[src/hw/rtl/header_param_pair_tokenizer_defines.svh]
// Assertion macros shared by the tokenizer RTL.
`ifndef HEADER_PARAM_PAIR_TOKENIZER_DEFINES_SVH
`define HEADER_PARAM_PAIR_TOKENIZER_DEFINES_SVH

`ifndef SYNTHESIS
// Same-cycle implication, disabled during reset.
`define HPPT_ASSERT_IMP(lbl, clk, rstn, ante, cons, msg) \
    lbl: assert property (@(posedge clk) disable iff (!rstn) (ante) |-> (cons)) \
        else $error(msg);
// Next-cycle implication, disabled during reset.
`define HPPT_ASSERT_NXT(lbl, clk, rstn, ante, cons, msg) \
    lbl: assert property (@(posedge clk) disable iff (!rstn) (ante) |=> (cons)) \
        else $error(msg);
`else
`define HPPT_ASSERT_IMP(lbl, clk, rstn, ante, cons, msg)
`define HPPT_ASSERT_NXT(lbl, clk, rstn, ante, cons, msg)
`endif

`endif

[src/hw/rtl/hppt_pkg.sv]
package hppt_pkg;

    localparam int MAX_HEADER_BYTES = 4096;
    localparam int INDEX_WIDTH      = 8;

    localparam int OFF_W = 12;
    localparam int CNT_W = 8;
    localparam int POS_W = $clog2(MAX_HEADER_BYTES + 1);

    localparam logic [POS_W-1:0] POS_LIMIT = POS_W'(MAX_HEADER_BYTES);
    localparam logic [CNT_W-1:0] IDX_LIMIT =
        (INDEX_WIDTH >= CNT_W) ? {CNT_W{1'b1}} : CNT_W'((1 << INDEX_WIDTH) - 1);

    localparam logic [7:0] CH_SPACE = 8'h20;
    localparam logic [7:0] CH_TAB   = 8'h09;
    localparam logic [7:0] CH_EQ    = 8'h3d;
    localparam logic [7:0] CH_SEMI  = 8'h3b;
    localparam logic [7:0] CH_COMMA = 8'h2c;
    localparam logic [7:0] CH_QUOTE = 8'h22;
    localparam logic [7:0] CH_DASH  = 8'h2d;
    localparam logic [7:0] CH_UNDER = 8'h5f;

    typedef enum logic [6:0] {
        ST_BEGIN_NAME  = 7'b0000001,
        ST_NAME        = 7'b0000010,
        ST_END_NAME    = 7'b0000100,
        ST_BEGIN_VALUE = 7'b0001000,
        ST_VALUE       = 7'b0010000,
        ST_QUOTED      = 7'b0100000,
        ST_END_VALUE   = 7'b1000000
    } parse_state_t;

    typedef struct packed {
        logic             pair_done;
        logic [OFF_W-1:0] name_start;
        logic [OFF_W-1:0] name_len;
        logic [OFF_W-1:0] value_start;
        logic [OFF_W-1:0] value_len;
        logic [CNT_W-1:0] param_index;
        logic [CNT_W-1:0] pair_index;
        logic             parse_error;
        logic             header_end;
        logic             header_valid;
    } result_t;

    function automatic logic is_blank(input logic [7:0] c);
        return (c == CH_SPACE) || (c == CH_TAB);
    endfunction

    function automatic logic is_name_char(input logic [7:0] c);
        return (c >= 8'h61 && c <= 8'h7a) || (c >= 8'h30 && c <= 8'h39);
    endfunction

    function automatic logic is_value_char(input logic [7:0] c);
        return (c >= 8'h41 && c <= 8'h5a) || (c >= 8'h61 && c <= 8'h7a) ||
               (c >= 8'h30 && c <= 8'h39) || (c == CH_DASH) || (c == CH_UNDER);
    endfunction

    function automatic logic [CNT_W-1:0] sat_inc(input logic [CNT_W-1:0] v);
        return (v < IDX_LIMIT) ? v + CNT_W'(1) : v;
    endfunction

endpackage

[src/hw/rtl/hppt_parser.sv]
`include "header_param_pair_tokenizer_defines.svh"

module hppt_parser (
    input  logic              aclk,
    input  logic              aresetn,
    input  logic              step_en,
    input  logic [7:0]        byte_in,
    input  logic              last_in,
    output hppt_pkg::result_t result
);

    hppt_pkg::parse_state_t           state_reg, state_next;
    logic [hppt_pkg::POS_W-1:0]       pos_reg, pos_next;
    logic [hppt_pkg::OFF_W-1:0]       name_start_reg, name_start_next;
    logic [hppt_pkg::OFF_W-1:0]       name_len_reg, name_len_next;
    logic [hppt_pkg::OFF_W-1:0]       value_start_reg, value_start_next;
    logic [hppt_pkg::OFF_W-1:0]       value_len_reg, value_len_next;
    logic [hppt_pkg::CNT_W-1:0]       param_reg, param_next;
    logic [hppt_pkg::CNT_W-1:0]       pair_reg, pair_next;
    logic                             error_reg, error_next;

    logic                             pos_ok;
    logic [hppt_pkg::OFF_W-1:0]       p_off;
    logic                             done;
    logic                             c_blank, c_name, c_value;

    assign pos_ok  = pos_reg < hppt_pkg::POS_LIMIT;
    assign p_off   = hppt_pkg::OFF_W'(pos_reg);
    assign c_blank = hppt_pkg::is_blank(byte_in);
    assign c_name  = hppt_pkg::is_name_char(byte_in);
    assign c_value = hppt_pkg::is_value_char(byte_in);

    always_comb begin
        state_next       = state_reg;
        name_start_next  = name_start_reg;
        name_len_next    = name_len_reg;
        value_start_next = value_start_reg;
        value_len_next   = value_len_reg;
        param_next       = param_reg;
        pair_next        = pair_reg;
        error_next       = error_reg;
        done             = 1'b0;
        pos_next         = pos_ok ? pos_reg + hppt_pkg::POS_W'(1) : pos_reg;

        if (!pos_ok) begin
            error_next = 1'b1;
        end else if (!error_reg) begin
            unique case (state_reg)
                hppt_pkg::ST_BEGIN_NAME: begin
                    if (c_blank) begin
                    end else if (c_name) begin
                        // open a name; this byte is its first character
                        name_start_next  = p_off;
                        name_len_next    = hppt_pkg::OFF_W'(1);
                        value_start_next = '0;
                        value_len_next   = '0;
                        state_next       = hppt_pkg::ST_NAME;
                    end else begin
                        error_next = 1'b1;
                    end
                end
                hppt_pkg::ST_NAME: begin
                    if (c_name) begin
                        name_len_next = name_len_reg + hppt_pkg::OFF_W'(1);
                    end else if (c_blank) begin
                        state_next = hppt_pkg::ST_END_NAME;
                    end else if (byte_in == hppt_pkg::CH_EQ) begin
                        state_next = hppt_pkg::ST_BEGIN_VALUE;
                    end else begin
                        error_next = 1'b1;
                    end
                end
                hppt_pkg::ST_END_NAME: begin
                    if (c_blank) begin
                    end else if (byte_in == hppt_pkg::CH_EQ) begin
                        state_next = hppt_pkg::ST_BEGIN_VALUE;
                    end else begin
                        error_next = 1'b1;
                    end
                end
                hppt_pkg::ST_BEGIN_VALUE: begin
                    if (c_blank) begin
                    end else if (c_value) begin
                        value_start_next = p_off;
                        value_len_next   = value_len_reg + hppt_pkg::OFF_W'(1);
                        state_next       = hppt_pkg::ST_VALUE;
                    end else if (byte_in == hppt_pkg::CH_QUOTE) begin
                        value_start_next = p_off + hppt_pkg::OFF_W'(1);
                        state_next       = hppt_pkg::ST_QUOTED;
                    end else begin
                        error_next = 1'b1;
                    end
                end
                hppt_pkg::ST_VALUE: begin
                    if (c_value) begin
                        value_len_next = value_len_reg + hppt_pkg::OFF_W'(1);
                    end else if (c_blank) begin
                        done       = 1'b1;
                        state_next = hppt_pkg::ST_END_VALUE;
                    end else if (byte_in == hppt_pkg::CH_SEMI) begin
                        done       = 1'b1;
                        pair_next  = hppt_pkg::sat_inc(pair_reg);
                        state_next = hppt_pkg::ST_BEGIN_NAME;
                    end else if (byte_in == hppt_pkg::CH_COMMA) begin
                        done       = 1'b1;
                        param_next = hppt_pkg::sat_inc(param_reg);
                        pair_next  = '0;
                        state_next = hppt_pkg::ST_BEGIN_NAME;
                    end else begin
                        error_next = 1'b1;
                    end
                end
                hppt_pkg::ST_QUOTED: begin
                    if (byte_in == hppt_pkg::CH_QUOTE) begin
                        done       = 1'b1;
                        state_next = hppt_pkg::ST_END_VALUE;
                    end else if (c_value) begin
                        value_len_next = value_len_reg + hppt_pkg::OFF_W'(1);
                    end else begin
                        error_next = 1'b1;
                    end
                end
                hppt_pkg::ST_END_VALUE: begin
                    if (c_blank) begin
                    end else if (byte_in == hppt_pkg::CH_SEMI) begin
                        pair_next  = hppt_pkg::sat_inc(pair_reg);
                        state_next = hppt_pkg::ST_BEGIN_NAME;
                    end else if (byte_in == hppt_pkg::CH_COMMA) begin
                        param_next = hppt_pkg::sat_inc(param_reg);
                        pair_next  = '0;
                        state_next = hppt_pkg::ST_BEGIN_NAME;
                    end else begin
                        error_next = 1'b1;
                    end
                end
                default: begin
                    error_next = 1'b1;
                end
            endcase
        end

        // close a trailing bare value at the last byte
        if (last_in && !error_next && state_next == hppt_pkg::ST_VALUE) begin
            done       = 1'b1;
            state_next = hppt_pkg::ST_END_VALUE;
        end

        result.pair_done    = done;
        result.name_start   = done ? name_start_next : '0;
        result.name_len     = done ? name_len_next : '0;
        result.value_start  = done ? value_start_next : '0;
        result.value_len    = done ? value_len_next : '0;
        result.param_index  = done ? param_reg : '0;
        result.pair_index   = done ? pair_reg : '0;
        result.parse_error  = error_next;
        result.header_end   = last_in;
        result.header_valid = last_in && !error_next &&
                              (state_next == hppt_pkg::ST_END_VALUE);
    end

    always_ff @(posedge aclk) begin
        if (!aresetn || (step_en && last_in)) begin
            state_reg       <= hppt_pkg::ST_BEGIN_NAME;
            pos_reg         <= '0;
            name_start_reg  <= '0;
            name_len_reg    <= '0;
            value_start_reg <= '0;
            value_len_reg   <= '0;
            param_reg       <= '0;
            pair_reg        <= '0;
            error_reg       <= 1'b0;
        end else if (step_en) begin
            state_reg       <= state_next;
            pos_reg         <= pos_next;
            name_start_reg  <= name_start_next;
            name_len_reg    <= name_len_next;
            value_start_reg <= value_start_next;
            value_len_reg   <= value_len_next;
            param_reg       <= param_next;
            pair_reg        <= pair_next;
            error_reg       <= error_next;
        end
    end

    `HPPT_ASSERT_IMP(a_done_no_err, aclk, aresetn, result.pair_done, !result.parse_error, "pair reported together with an error")
    `HPPT_ASSERT_IMP(a_valid_at_end, aclk, aresetn, result.header_valid, result.header_end && !result.parse_error, "header_valid outside a clean header end")
    `HPPT_ASSERT_NXT(a_end_clears, aclk, aresetn, step_en && last_in, state_reg == hppt_pkg::ST_BEGIN_NAME && pos_reg == '0 && !error_reg, "state not cleared after the last byte")
    `HPPT_ASSERT_NXT(a_err_sticky, aclk, aresetn, step_en && !last_in && error_reg, error_reg, "error dropped before the header end")
    `HPPT_ASSERT_IMP(a_pos_bound, aclk, aresetn, 1'b1, pos_reg <= hppt_pkg::POS_LIMIT, "byte offset beyond its limit")

endmodule

[src/hw/rtl/header_param_pair_tokenizer.sv]
// Header parameter tokenizer. Feed one header byte per word on the s_
// channel, with s_last_byte high on the final byte; each accepted word
// yields exactly one result word on the m_ channel. A result carries
// m_pair_done when that byte (or, on the last byte, the implied end of a
// bare value) finishes a name=value pair, together with the name and value
// offsets and lengths (12-bit, wrapping) and the saturating parameter and
// pair indexes; otherwise those fields are zero. m_parse_error is sticky
// for the rest of the header, and on the last byte m_header_end is high and
// m_header_valid tells whether the header parsed completely and cleanly.
// After the last byte the parser returns to its reset state. Throughput is
// one byte per clock while m_ready stays high: the whole parse step for a
// byte is combinational logic between the input register and the result
// register. An accepted word passes through the input register and then
// the result register, which drives m_valid. Backpressure on m_ready holds
// the result register and, once the input register also fills, drops
// s_ready.
module header_param_pair_tokenizer (
    input  logic        aclk,
    input  logic        aresetn,

    input  logic        s_valid,
    output logic        s_ready,
    input  logic [7:0]  s_byte_value,
    input  logic        s_last_byte,

    output logic        m_valid,
    input  logic        m_ready,
    output logic        m_pair_done,
    output logic [11:0] m_name_start,
    output logic [11:0] m_name_len,
    output logic [11:0] m_value_start,
    output logic [11:0] m_value_len,
    output logic [7:0]  m_param_index,
    output logic [7:0]  m_pair_index,
    output logic        m_parse_error,
    output logic        m_header_end,
    output logic        m_header_valid
);

    // input register
    logic              in_valid_reg, in_valid_next;
    logic [7:0]        in_byte_reg;
    logic              in_last_reg;

    // result register
    logic              out_valid_reg, out_valid_next;
    hppt_pkg::result_t out_reg;
    hppt_pkg::result_t step_result;

    logic              advance;
    logic              s_fire;

    // Advance the held byte through the parser whenever the result
    // register is empty or being drained this cycle.
    assign advance = in_valid_reg && (!out_valid_reg || m_ready);
    assign s_ready = !in_valid_reg || advance;
    assign s_fire  = s_valid && s_ready;

    assign in_valid_next  = s_fire || (in_valid_reg && !advance);
    assign out_valid_next = advance || (out_valid_reg && !m_ready);

    always_ff @(posedge aclk) begin
        if (!aresetn) begin
            in_valid_reg  <= 1'b0;
            out_valid_reg <= 1'b0;
        end else begin
            in_valid_reg  <= in_valid_next;
            out_valid_reg <= out_valid_next;
        end
    end

    // Hold payloads until the next word moves in.
    always_ff @(posedge aclk) begin
        if (s_fire) begin
            in_byte_reg <= s_byte_value;
            in_last_reg <= s_last_byte;
        end
        if (advance) begin
            out_reg <= step_result;
        end
    end

    hppt_parser u_parser (
        .aclk    (aclk),
        .aresetn (aresetn),
        .step_en (advance),
        .byte_in (in_byte_reg),
        .last_in (in_last_reg),
        .result  (step_result)
    );

    assign m_valid        = out_valid_reg;
    assign m_pair_done    = out_reg.pair_done;
    assign m_name_start   = out_reg.name_start;
    assign m_name_len     = out_reg.name_len;
    assign m_value_start  = out_reg.value_start;
    assign m_value_len    = out_reg.value_len;
    assign m_param_index  = out_reg.param_index;
    assign m_pair_index   = out_reg.pair_index;
    assign m_parse_error  = out_reg.parse_error;
    assign m_header_end   = out_reg.header_end;
    assign m_header_valid = out_reg.header_valid;

endmodule

[config.mk]
export PLATFORM = sky130hd
export DESIGN_NAME = header_param_pair_tokenizer
export DESIGN_NICKNAME = d
export VERILOG_FILES = /design/src/hw/rtl/hppt_pkg.sv /design/src/hw/rtl/hppt_parser.sv /design/src/hw/rtl/header_param_pair_tokenizer.sv
export VERILOG_INCLUDE_DIRS = /design/src /design/src/hw/rtl
export SDC_FILE = /design/constraint.sdc
export NUM_CORES = 1
export LEC_CHECK = 0
export BUFFER_PORTS_ARGS = -buffer_cell sky130_fd_sc_hd__buf_2
export CORE_AREA = 2 2 151 153
export DETAILED_ROUTE_END_ITERATION = 6
export DIE_AREA = 0 0 153 155
export GPL_ROUTABILITY_DRIVEN = 1
export PLACE_DENSITY = 0.58
export SYNTH_ARGS = -nofsm -noshare
export SYNTH_HDL_FRONTEND = slang
export SYNTH_HIERARCHICAL = 1
export SYNTH_SLANG_ARGS = --single-unit
[constraint.sdc]
create_clock -name aclk -period 13.34 [get_ports aclk]
set_clock_uncertainty 0.15 [all_clocks]
set_input_delay 2.668 -clock aclk [delete_from_list [all_inputs] [get_ports aclk]]
set_output_delay 2.668 -clock aclk [all_outputs]
set_load 0.005 [all_outputs]
==> results of run 1 <==
report_power, final:
part / internal [mW] / switching [mW]
Clock: 0.268 / 0.219
Sequential: 0.541 / 0.0108
Combinational: 0.0288 / 0.0608
through the flow:
| stage | util (%) | setup slack, ns | hold WS, ns | cells | total power [mW] |
|---|---|---|---|---|---|
| final | 44.13 | 7.459 | 0.3013 | 1266 | 1.129 |
| after global routing | 44.13 | 7.441 | 0.3216 | 1266 | 1.171 |
| after CTS | 44.13 | 7.457 | 0.3033 | 1266 | 1.141 |
| after detailed placement | 41.52 | 7.458 | 0.2931 | 1234 | 0.6525 |
| after global placement | 41.52 | 7.462 | 0.2869 | 1234 | 0.6518 |
| after floorplan | - | 5.867 | 0.2812 | 927 | 0.6222 |
path summary, 6_finish.rpt:
check                                     to                        from  slack, ns  depth (start not counted)
setup / recovery                     s_ready                     m_ready       7.46                          3
hold / removal    u_parser/name_start_reg[5]  u_parser/name_start_reg[5]       0.30                          2
hold reg to reg   u_parser/name_start_reg[5]  u_parser/name_start_reg[5]       0.30                          2
setup reg to reg              m_value_len[6]              in_byte_reg[1]       9.09                          8
layout make-up:
cell class	count	area, µm²	share of cell area (%)
clock buffer	18	439.2	4.477
tap	285	356.6	3.635
multi-input combinational	680	4273	43.56
inverter	10	37.54	0.3827
timing repair buffer	95	508.0	5.179
sequential	164	4054	41.33
clock inverter	14	141.4	1.441
cell usage after synthesis, types with 5 or more instances:
cell / number / area share, %
ha_1: 6 / 0.86
o211ai_1: 8 / 0.69
buf_2: 9 / 0.52
and4b_1: 5 / 0.58
a211o_1: 5 / 0.50
nand2b_1: 9 / 0.65
a21boi_0: 14 / 1.2
a21oi_1: 90 / 5.2
o21ai_0: 39 / 2.2
nand2_1: 88 / 3.8
nand4_1: 17 / 1.2
edfxtp_1: 77 / 27
a31oi_1: 5 / 0.36
and2_1: 12 / 0.86
a21boi_1: 6 / 0.52
nor2_1: 91 / 3.9
xor2_1: 17 / 1.7
a22oi_1: 14 / 1.2
a211oi_1: 20 / 1.7
and3_1: 10 / 0.72
nand3_1: 26 / 1.5
or3_1: 6 / 0.43
mux2i_1: 17 / 2.0
dfxtp_1: 87 / 20
nor4_1: 8 / 0.58
xnor2_1: 10 / 1.0
buf_6: 6 / 0.78
or2_2: 8 / 0.58
a21oi_2: 20 / 2.0
a41oi_1: 6 / 0.60
a21o_1: 5 / 0.43
clkbuf_1: 48 / 2.1
a2bb2oi_1: 5 / 0.50
inv_1: 9 / 0.39
nor3_1: 24 / 1.4
critical path: cells and delay by family:
kind	cells	cell delay (ns)
buf+inv	2	0.25
simple gates	1	0.15
cells by family after synthesis:
| kind of cell | synth area share, % |
|---|---|
| compound gates | 23.01 |
| xor+xnor | 2.720 |
| fa+ha+maj | 0.8635 |
| buf+inv | 4.634 |
| flops | 46.63 |
| mux | 2.216 |
| simple gates | 19.92 |
per-layer routing:
layer | global-route usage [%] | up-vias | share of wire (%)
met4 | 6.349 | 0 | 1.6
met5 | 0 | - | 0
met3 | 3.900 | 25 | 5.4
met2 | 29.28 | 198 | 46
li1 | - | 3540 | -
met1 | 26.86 | 3485 | 47
==> impl_metrics.json, run 1 <==
{
  "start_util_pct": 39.11,
  "critPathLaunchType": "input pin",
  "final_cell_mix": "nor2_1, a21oi_1, dfxtp_1, nand2_1, buf_2",
  "grt_overflow": 0,
  "cp_data_arrival_time_ns": 3.06,
  "ys_seq_elements": 164,
  "clock_latency_ns": 0.43,
  "slew_headroom_pct": 36.19,
  "rows": 55,
  "yosys.cell_types.count": 86,
  "ys_seq_area_share_pct": 46.63,
  "dpl_cell_area_um2": 9229,
  "finalWeightedCongestion": 0.8643,
  "max_freq_ghz": 0.1701,
  "largest_reg_flops": 13,
  "clk_pin_slew_ns": 0.07,
  "synth_edf_count": 77,
  "cts_tree": "built",
  "p_leak_nw": 3.183,
  "maxSlewViolCount": 0,
  "io_pins": 83,
  "cts_hold_buf": 0,
  "cts_setup_buffers": 0,
  "status": "completed",
  "path_cells": "buf_2, nand3b_4, buf_2",
  "antenna_cells": 0,
  "clock_sinks": 164,
  "worst_slew_pin_slew_ns": 0.9572,
  "hold_viol": 0,
  "rsz0062_at_grt": "false",
  "grt_max_degree": 77,
  "setup_viol": 0,
  "dieHeight_um": 155,
  "wl_um": 22620,
  "synthCells": 927,
  "grt_pass1_vias": 6674,
  "area_delta_synth_final_pct": 12.84,
  "cp_max_fo": 2,
  "port_buffers": 82,
  "maxCapViolCount": 0,
  "min_period_over_period_pct": 44.08,
  "end_kind": "output pin",
  "cpPeakStageDelay_ns": 0.15,
  "finalNetCount": 987,
  "route.vias.total": 7248,
  "grt_pass1_wl_um": 36320,
  "syn-num-nets": 946,
  "vias_per_cell": 5.725,
  "cts_resized": 0,
  "cts-buffers-inserted": 17,
  "layout_commonest_cell": "nor2_1",
  "crit_top_cell": "buf_2",
  "crit_slowest_cell": "nand3b_4",
  "synth_area_per_cell_um2": 9.378,
  "die_x_um": 153,
  "ir_drop_uv": 77.31,
  "fin_tns_setup_ns": 0,
  "crit_required_ns": 10.52,
  "antenna_found_initial": 0,
  "syn_area_um2": 8693,
  "dieArea_um2": 23720,
  "antenna_left": 0,
  "drive_gt1_share_pct": 18.55,
  "path_class": "input pin to output pin",
  "async_flop_share_pct": 0,
  "postLayoutCellArea_um2": 9809,
  "min_period_ns": 5.881,
  "routedWlPerCell_um": 17.86,
  "clockRootBuffer": "clkbuf_16",
  "place_hpwl_um": 15270,
  "track_usage_pct": 19.03,
  "drtIter0Drc": 664,
  "drc": 0,
  "min_path_type": "register to register",
  "ys_warn_count": 6,
  "clockBufferDepth": 2,
  "synth_top_flop_cell": "dfxtp_1",
  "filler_cell_count": 2187,
  "coreArea_um2": 22230,
  "drt_first_pass_iters": 5,
  "p_per_area_nw_per_um2": 115.1,
  "htree_levels": 4
}
Note: power is estimated with default switching activity, not from simulation.
==> inputs of run 2 (changes only) <==
--- a/config.mk
+++ b/config.mk
@@ -11,7 +11,7 @@
 export DETAILED_ROUTE_END_ITERATION = 6
 export DIE_AREA = 0 0 153 155
 export GPL_ROUTABILITY_DRIVEN = 1
-export PLACE_DENSITY = 0.58
+export PLACE_DENSITY = 0.6
 export SYNTH_ARGS = -nofsm -noshare
 export SYNTH_HDL_FRONTEND = slang
 export SYNTH_HIERARCHICAL = 1
==> constraint.sdc (replaced) <==
create_clock -name aclk -period 5.4 [get_ports aclk]
set_clock_uncertainty 0.15 [all_clocks]
set_input_delay 1.08 -clock aclk [delete_from_list [all_inputs] [get_ports aclk]]
set_output_delay 1.08 -clock aclk [all_outputs]
set_load 0.005 [all_outputs]
==> impl_metrics.json, run 2 (same netlist as run 1, synthesis figures left out) <==
{
  "die_x_um": 153,
  "clock_sinks": 164,
  "clk_pin_slew_ns": 0.07,
  "cp_max_fo": 44,
  "switching_share_pct": 24.91,
  "antenna_left": 0,
  "rsz0062_at_grt": "false",
  "r2r_slack_ns": 1.12,
  "track_usage_pct": 19.47,
  "worstReg2RegStart": "in_byte_reg[3]",
  "clockRootBuffer": "clkbuf_16",
  "vias_per_cell": 5.751,
  "finalNetCount": 990,
  "pwr-share-seq_pct": 48.5,
  "clock_latency_ns": 0.43,
  "drc": 0,
  "drive_gt1_share_pct": 18.50,
  "routedWlPerCell_um": 18.23,
  "clkPwrFrac_pct": 43.6,
  "antenna_cells": 0,
  "antenna_found_initial": 0,
  "hold_end": "u_parser/name_start_reg[5]",
  "clockBufferDepth": 2,
  "finalWeightedCongestion": 0.9475,
  "port_buffers": 82,
  "cts_resized": 0,
  "slew_headroom_pct": 26.48,
  "p_leak_nw": 3.200,
  "netSwitchingPower_mw": 0.7011,
  "io_pins": 83,
  "p_int_mw": 2.114,
  "layout_commonest_cell": "nor2_1",
  "grt_max_degree": 110,
  "cts_tree": "built",
  "dieArea_um2": 23720,
  "hold_depth": 2,
  "maxCapViolCount": 0,
  "min_period_over_period_pct": 79.31,
  "rr_endpoint": "m_value_len[8]",
  "crit_required_ns": 5.52,
  "place_hpwl_um": 15570,
  "maxSlewViolCount": 0,
  "utilization_pct": 44.31,
  "cp_data_arrival_time_ns": 4.40,
  "drtIter0Drc": 707,
  "grt_pass1_vias": 6678,
  "dieHeight_um": 155,
  "reg2reg_depth": 8,
  "combPwrFrac_pct": 7.9,
  "largest_reg_flops": 13,
  "critPathLaunchType": "register",
  "end_kind": "register",
  "max_freq_ghz": 0.2335,
  "grt_pass1_wl_um": 37180,
  "hold_viol": 0,
  "holdCritStartpoint": "u_parser/name_start_reg[5]",
  "drt_first_pass_iters": 6,
  "path_class": "register to register",
  "area_delta_synth_final_pct": 13.30,
  "fin_tns_setup_ns": 0,
  "ir_drop_uv": 195.9,
  "htree_levels": 4,
  "cts-buffers-inserted": 17,
  "coreArea_um2": 22230,
  "route.vias.total": 7298,
  "setup_viol": 0,
  "grt_overflow": 0,
  "min_period_ns": 4.283,
  "min_path_type": "register to register",
  "start_util_pct": 39.11,
  "status": "completed",
  "filler_cell_count": 2134,
  "rows": 55,
  "p_per_area_nw_per_um2": 285.8,
  "wl_um": 23140,
  "cts_hold_buf": 0,
  "final_cell_mix": "nor2_1, a21oi_1, dfxtp_1, nand2_1, buf_2",
  "cts_setup_buffers": 0,
  "worst_slew_pin_slew_ns": 1.100
}
==> run 2: cell types whose count changed in the layout (fill, tap and decap cells not counted), sizes merged <==
cell / change
buf: +3
inv: -3
clkbuf: +2
bufinv: +1
clkinv: -1
clkinvlp: +1
==> run 2: worst max-delay path, stage by stage (launching register included) <==
cell	delay, ns
edfxtp_1	0.51
nor4_1	0.60
nand2_1	0.52
nand2_1	0.27
o2111ai_1	0.12
a221oi_1	0.42
nand4_4	0.71
buf_4	0.53
a21oi_1	0.21
==> run 2: layout make-up <==
type | instances | area, µm² | area share [%]
multi-input combinational | 680 | 4268 | 43.33
clock buffer | 20 | 446.7 | 4.535
timing repair buffer | 98 | 543.0 | 5.513
tap | 285 | 356.6 | 3.620
inverter | 10 | 37.54 | 0.3811
sequential | 164 | 4054 | 41.16
clock inverter | 12 | 143.9 | 1.461
==> run 2: per-layer routing <==
layer	up-vias	GRT usage (%)	wire [µm]
met1	3461	27.54	11030
li1	3549	-	-
met2	261	30.34	10230
met3	27	4.178	1534
met4	0	5.247	344
met5	-	0	0
==> run 2: per-stage QoR <==
| stage | cell area [µm²] | hold slack (ns) | cells | total power, mW | setup slack, ns |
|---|---|---|---|---|---|
| after floorplan | 8696 | 0.2812 | 927 | 1.536 | 0.8124 |
| after global placement | 9259 | 0.2873 | 1237 | 1.612 | 1.391 |
| after detailed placement | 9259 | 0.2962 | 1237 | 1.613 | 1.225 |
| after CTS | 9849 | 0.3065 | 1269 | 2.843 | 1.121 |
| after global routing | 9849 | 0.3195 | 1269 | 2.921 | 0.8201 |
| final | 9849 | 0.3043 | 1269 | 2.815 | 1.117 |
==> run 2: worst max-delay path by stage <==
stage                         from                    endpoint  slack, ns  depth (start not counted)
floorplan                  m_ready  u_parser/name_start_reg[9]       0.81                          8
global placement    in_byte_reg[3]              m_value_len[8]       1.39                          9
detailed placement  in_byte_reg[3]              m_value_len[8]       1.22                          9
CTS                 in_byte_reg[3]              m_value_len[8]       1.12                          8
global route        in_byte_reg[3]              m_value_len[8]       0.82                          9
finish              in_byte_reg[3]              m_value_len[8]       1.12                          8
==> run 2: power by group through the flow <==
| stage | registers [mW] | clock network [mW] | logic (mW) |
|---|---|---|---|
| floorplan | 1.39 | 0 | 0.149 |
| detailed placement | 1.39 | 0 | 0.221 |
| CTS | 1.36 | 1.26 | 0.222 |
| global placement | 1.39 | 0 | 0.221 |
| finish | 1.36 | 1.23 | 0.223 |
| global route | 1.37 | 1.31 | 0.245 |
==> inputs of run 3 (changes only) <==
==> constraint.sdc (replaced) <==
create_clock -name aclk -period 3.5 [get_ports aclk]
set_clock_uncertainty 0.15 [all_clocks]
set_input_delay 0.7 -clock aclk [delete_from_list [all_inputs] [get_ports aclk]]
set_output_delay 0.7 -clock aclk [all_outputs]
set_load 0.005 [all_outputs]
==> impl_metrics.json, run 3 (same netlist as run 1, synthesis figures left out) <==
{
  "antenna_found_initial": 0,
  "antenna_cells": 0,
  "route.vias.total": 7414,
  "io_pins": 83,
  "rsz0062_at_grt": "false",
  "crit_slowest_cell": "edfxtp_1",
  "critPathLaunchType": "register",
  "dieArea_um2": 23720,
  "path_class": "register to register",
  "p_per_area_nw_per_um2": 428.3,
  "path_depth": 11,
  "layout_commonest_cell": "nor2_1",
  "die_x_um": 153,
  "worst_slew_pin_slew_ns": 0.8126,
  "crit_required_ns": 3.52,
  "grt_pass1_wl_um": 38170,
  "antenna_left": 0,
  "finalWeightedCongestion": 0.9353,
  "grt_pass1_vias": 6841,
  "maxCapViolCount": 0,
  "reg2reg_depth": 11,
  "min_path_type": "input pin to register",
  "clkPwrFrac_pct": 43.4,
  "drtIter0Drc": 682,
  "cp_max_fo": 9,
  "clockRootBuffer": "clkbuf_16",
  "crit_top_cell": "buf_4",
  "track_usage_pct": 20.12,
  "max_freq_ghz": 0.3070,
  "routedWlPerCell_um": 17.86,
  "grt_overflow": 0,
  "drc": 0,
  "clock_latency_ns": 0.43,
  "clock_sinks": 164,
  "min_period_ns": 3.258,
  "cpPeakStageDelay_ns": 0.51,
  "netSwitchingPower_mw": 1.154,
  "worst-path-buf-inv": 4,
  "status": "completed",
  "end_kind": "register",
  "place_hpwl_um": 16690,
  "min_period_over_period_pct": 93.07,
  "dieHeight_um": 155,
  "rows": 55,
  "final_cell_mix": "nor2_1, a21oi_1, dfxtp_1, nand2_1, buf_2",
  "setup_slack_ns": 0.2424,
  "area_delta_synth_final_pct": 18.09,
  "dp_slack_ns": -0.05881,
  "hold_viol": 0,
  "wl_um": 23480,
  "cp_top_family": "compound AO/OA/AOI/OAI gates",
  "drt_first_pass_iters": 6,
  "pwr-share-seq_pct": 47.8,
  "slew_headroom_pct": 45.46,
  "path_cells": "a21o_1, a221o_1, o211ai_1, buf_4, buf_4, buf_4, nor3b_1, buf_4, o21ai_0, a22oi_1, a21oi_1",
  "start_util_pct": 39.11,
  "drive_gt1_share_pct": 22.52,
  "htree_levels": 4,
  "grt_max_degree": 63,
  "cts_tree": "built",
  "coreArea_um2": 22230,
  "utilization_pct": 46.19,
  "p_leak_nw": 3.464,
  "setup_viol": 0,
  "port_buffers": 82,
  "cts-buffers-inserted": 17,
  "cp_data_arrival_time_ns": 3.28,
  "vias_per_cell": 5.638,
  "p_int_mw": 3.243,
  "clockBufferDepth": 2,
  "clk_pin_slew_ns": 0.07,
  "finalNetCount": 1036,
  "combPwrFrac_pct": 8.8,
  "maxSlewViolCount": 0,
  "switching_share_pct": 26.25,
  "hold_depth": 1,
  "ir_drop_uv": 265.4,
  "largest_reg_flops": 13
}
## run 3: cell types whose count changed in the layout (fill, tap and decap cells not counted), moves of 2 or more
cell	previous run	this run
clkbuf_1	2	0
clkinvlp_4	2	0
buf_12	1	5
clkinv_8	0	2
inv_8	1	4
buf_4	15	57
inv_4	0	2
## run 3: final timing paths
path                                                  from                         end  slack (ns)
worst max-delay path                        in_byte_reg[1]              m_value_len[1]        0.24
worst min-delay path                       s_byte_value[7]              in_byte_reg[7]        0.29
worst max register to register              in_byte_reg[1]              m_value_len[1]        0.24
worst min register to register  u_parser/name_start_reg[1]  u_parser/name_start_reg[1]        0.30
## run 3: layout make-up
class                   instances  area (µm²)
clock buffers                  18       439.2
flip-flops and latches        164        4054
repair buffers                144       938.4
multi-input cells             680        4280
inverters                      10       37.54
clock inverters                14       160.2
well taps                     285       356.6
fillers                      2126       11960
## run 3: power groups by stage
stage / Clock [mW] / Combinational (mW) / Sequential (mW)
6_report: 1.91 / 0.385 / 2.10
5_1_grt: 2.02 / 0.422 / 2.11
4_1_cts: 1.95 / 0.376 / 2.10
3_5_place_dp: 0 / 0.374 / 2.15
3_3_place_gp: 0 / 0.375 / 2.15
2_1_floorplan: 0 / 0.230 / 2.14
## run 3: timing repair
action | in CTS | in global routing
hold buffers | 0 | 0
setup endpoints to repair | 2 | 67
buffers inserted | 0 | 3
pin swaps | 0 | 2
gates resized for setup | 1 | 2
## run 3: per-layer routing
layer | wire length, µm | global-route usage, %
met5 | 0 | 0
met1 | 10830 | 28.80
met2 | 10580 | 30.58
met3 | 1501 | 3.649
met4 | 575 | 7.187
## run 3: through the flow
stage | cell area (µm²) | instances | hold WS, ns | power [mW] | setup TNS, ns
after global routing | 10270 | 1315 | 0.2756 | 4.553 | 0
after CTS | 10220 | 1312 | 0.2757 | 4.426 | 0
after detailed placement | 9614 | 1280 | 0.2927 | 2.520 | -0.05881
final | 10270 | 1315 | 0.2937 | 4.397 | 0
after global placement | 9614 | 1280 | 0.2876 | 2.520 | -0.07181
after floorplan | 8701 | 927 | 0.2812 | 2.369 | 0
## run 3: worst register-to-register path, stage by stage, from the launching register on
cell	delay, ns
edfxtp_1	0.51
a21o_1	0.26
a221o_1	0.46
o211ai_1	0.29
buf_4	0.17
buf_4	0.11
buf_4	0.11
nor3b_1	0.19
buf_4	0.20
o21ai_0	0.16
a22oi_1	0.33
a21oi_1	0.07
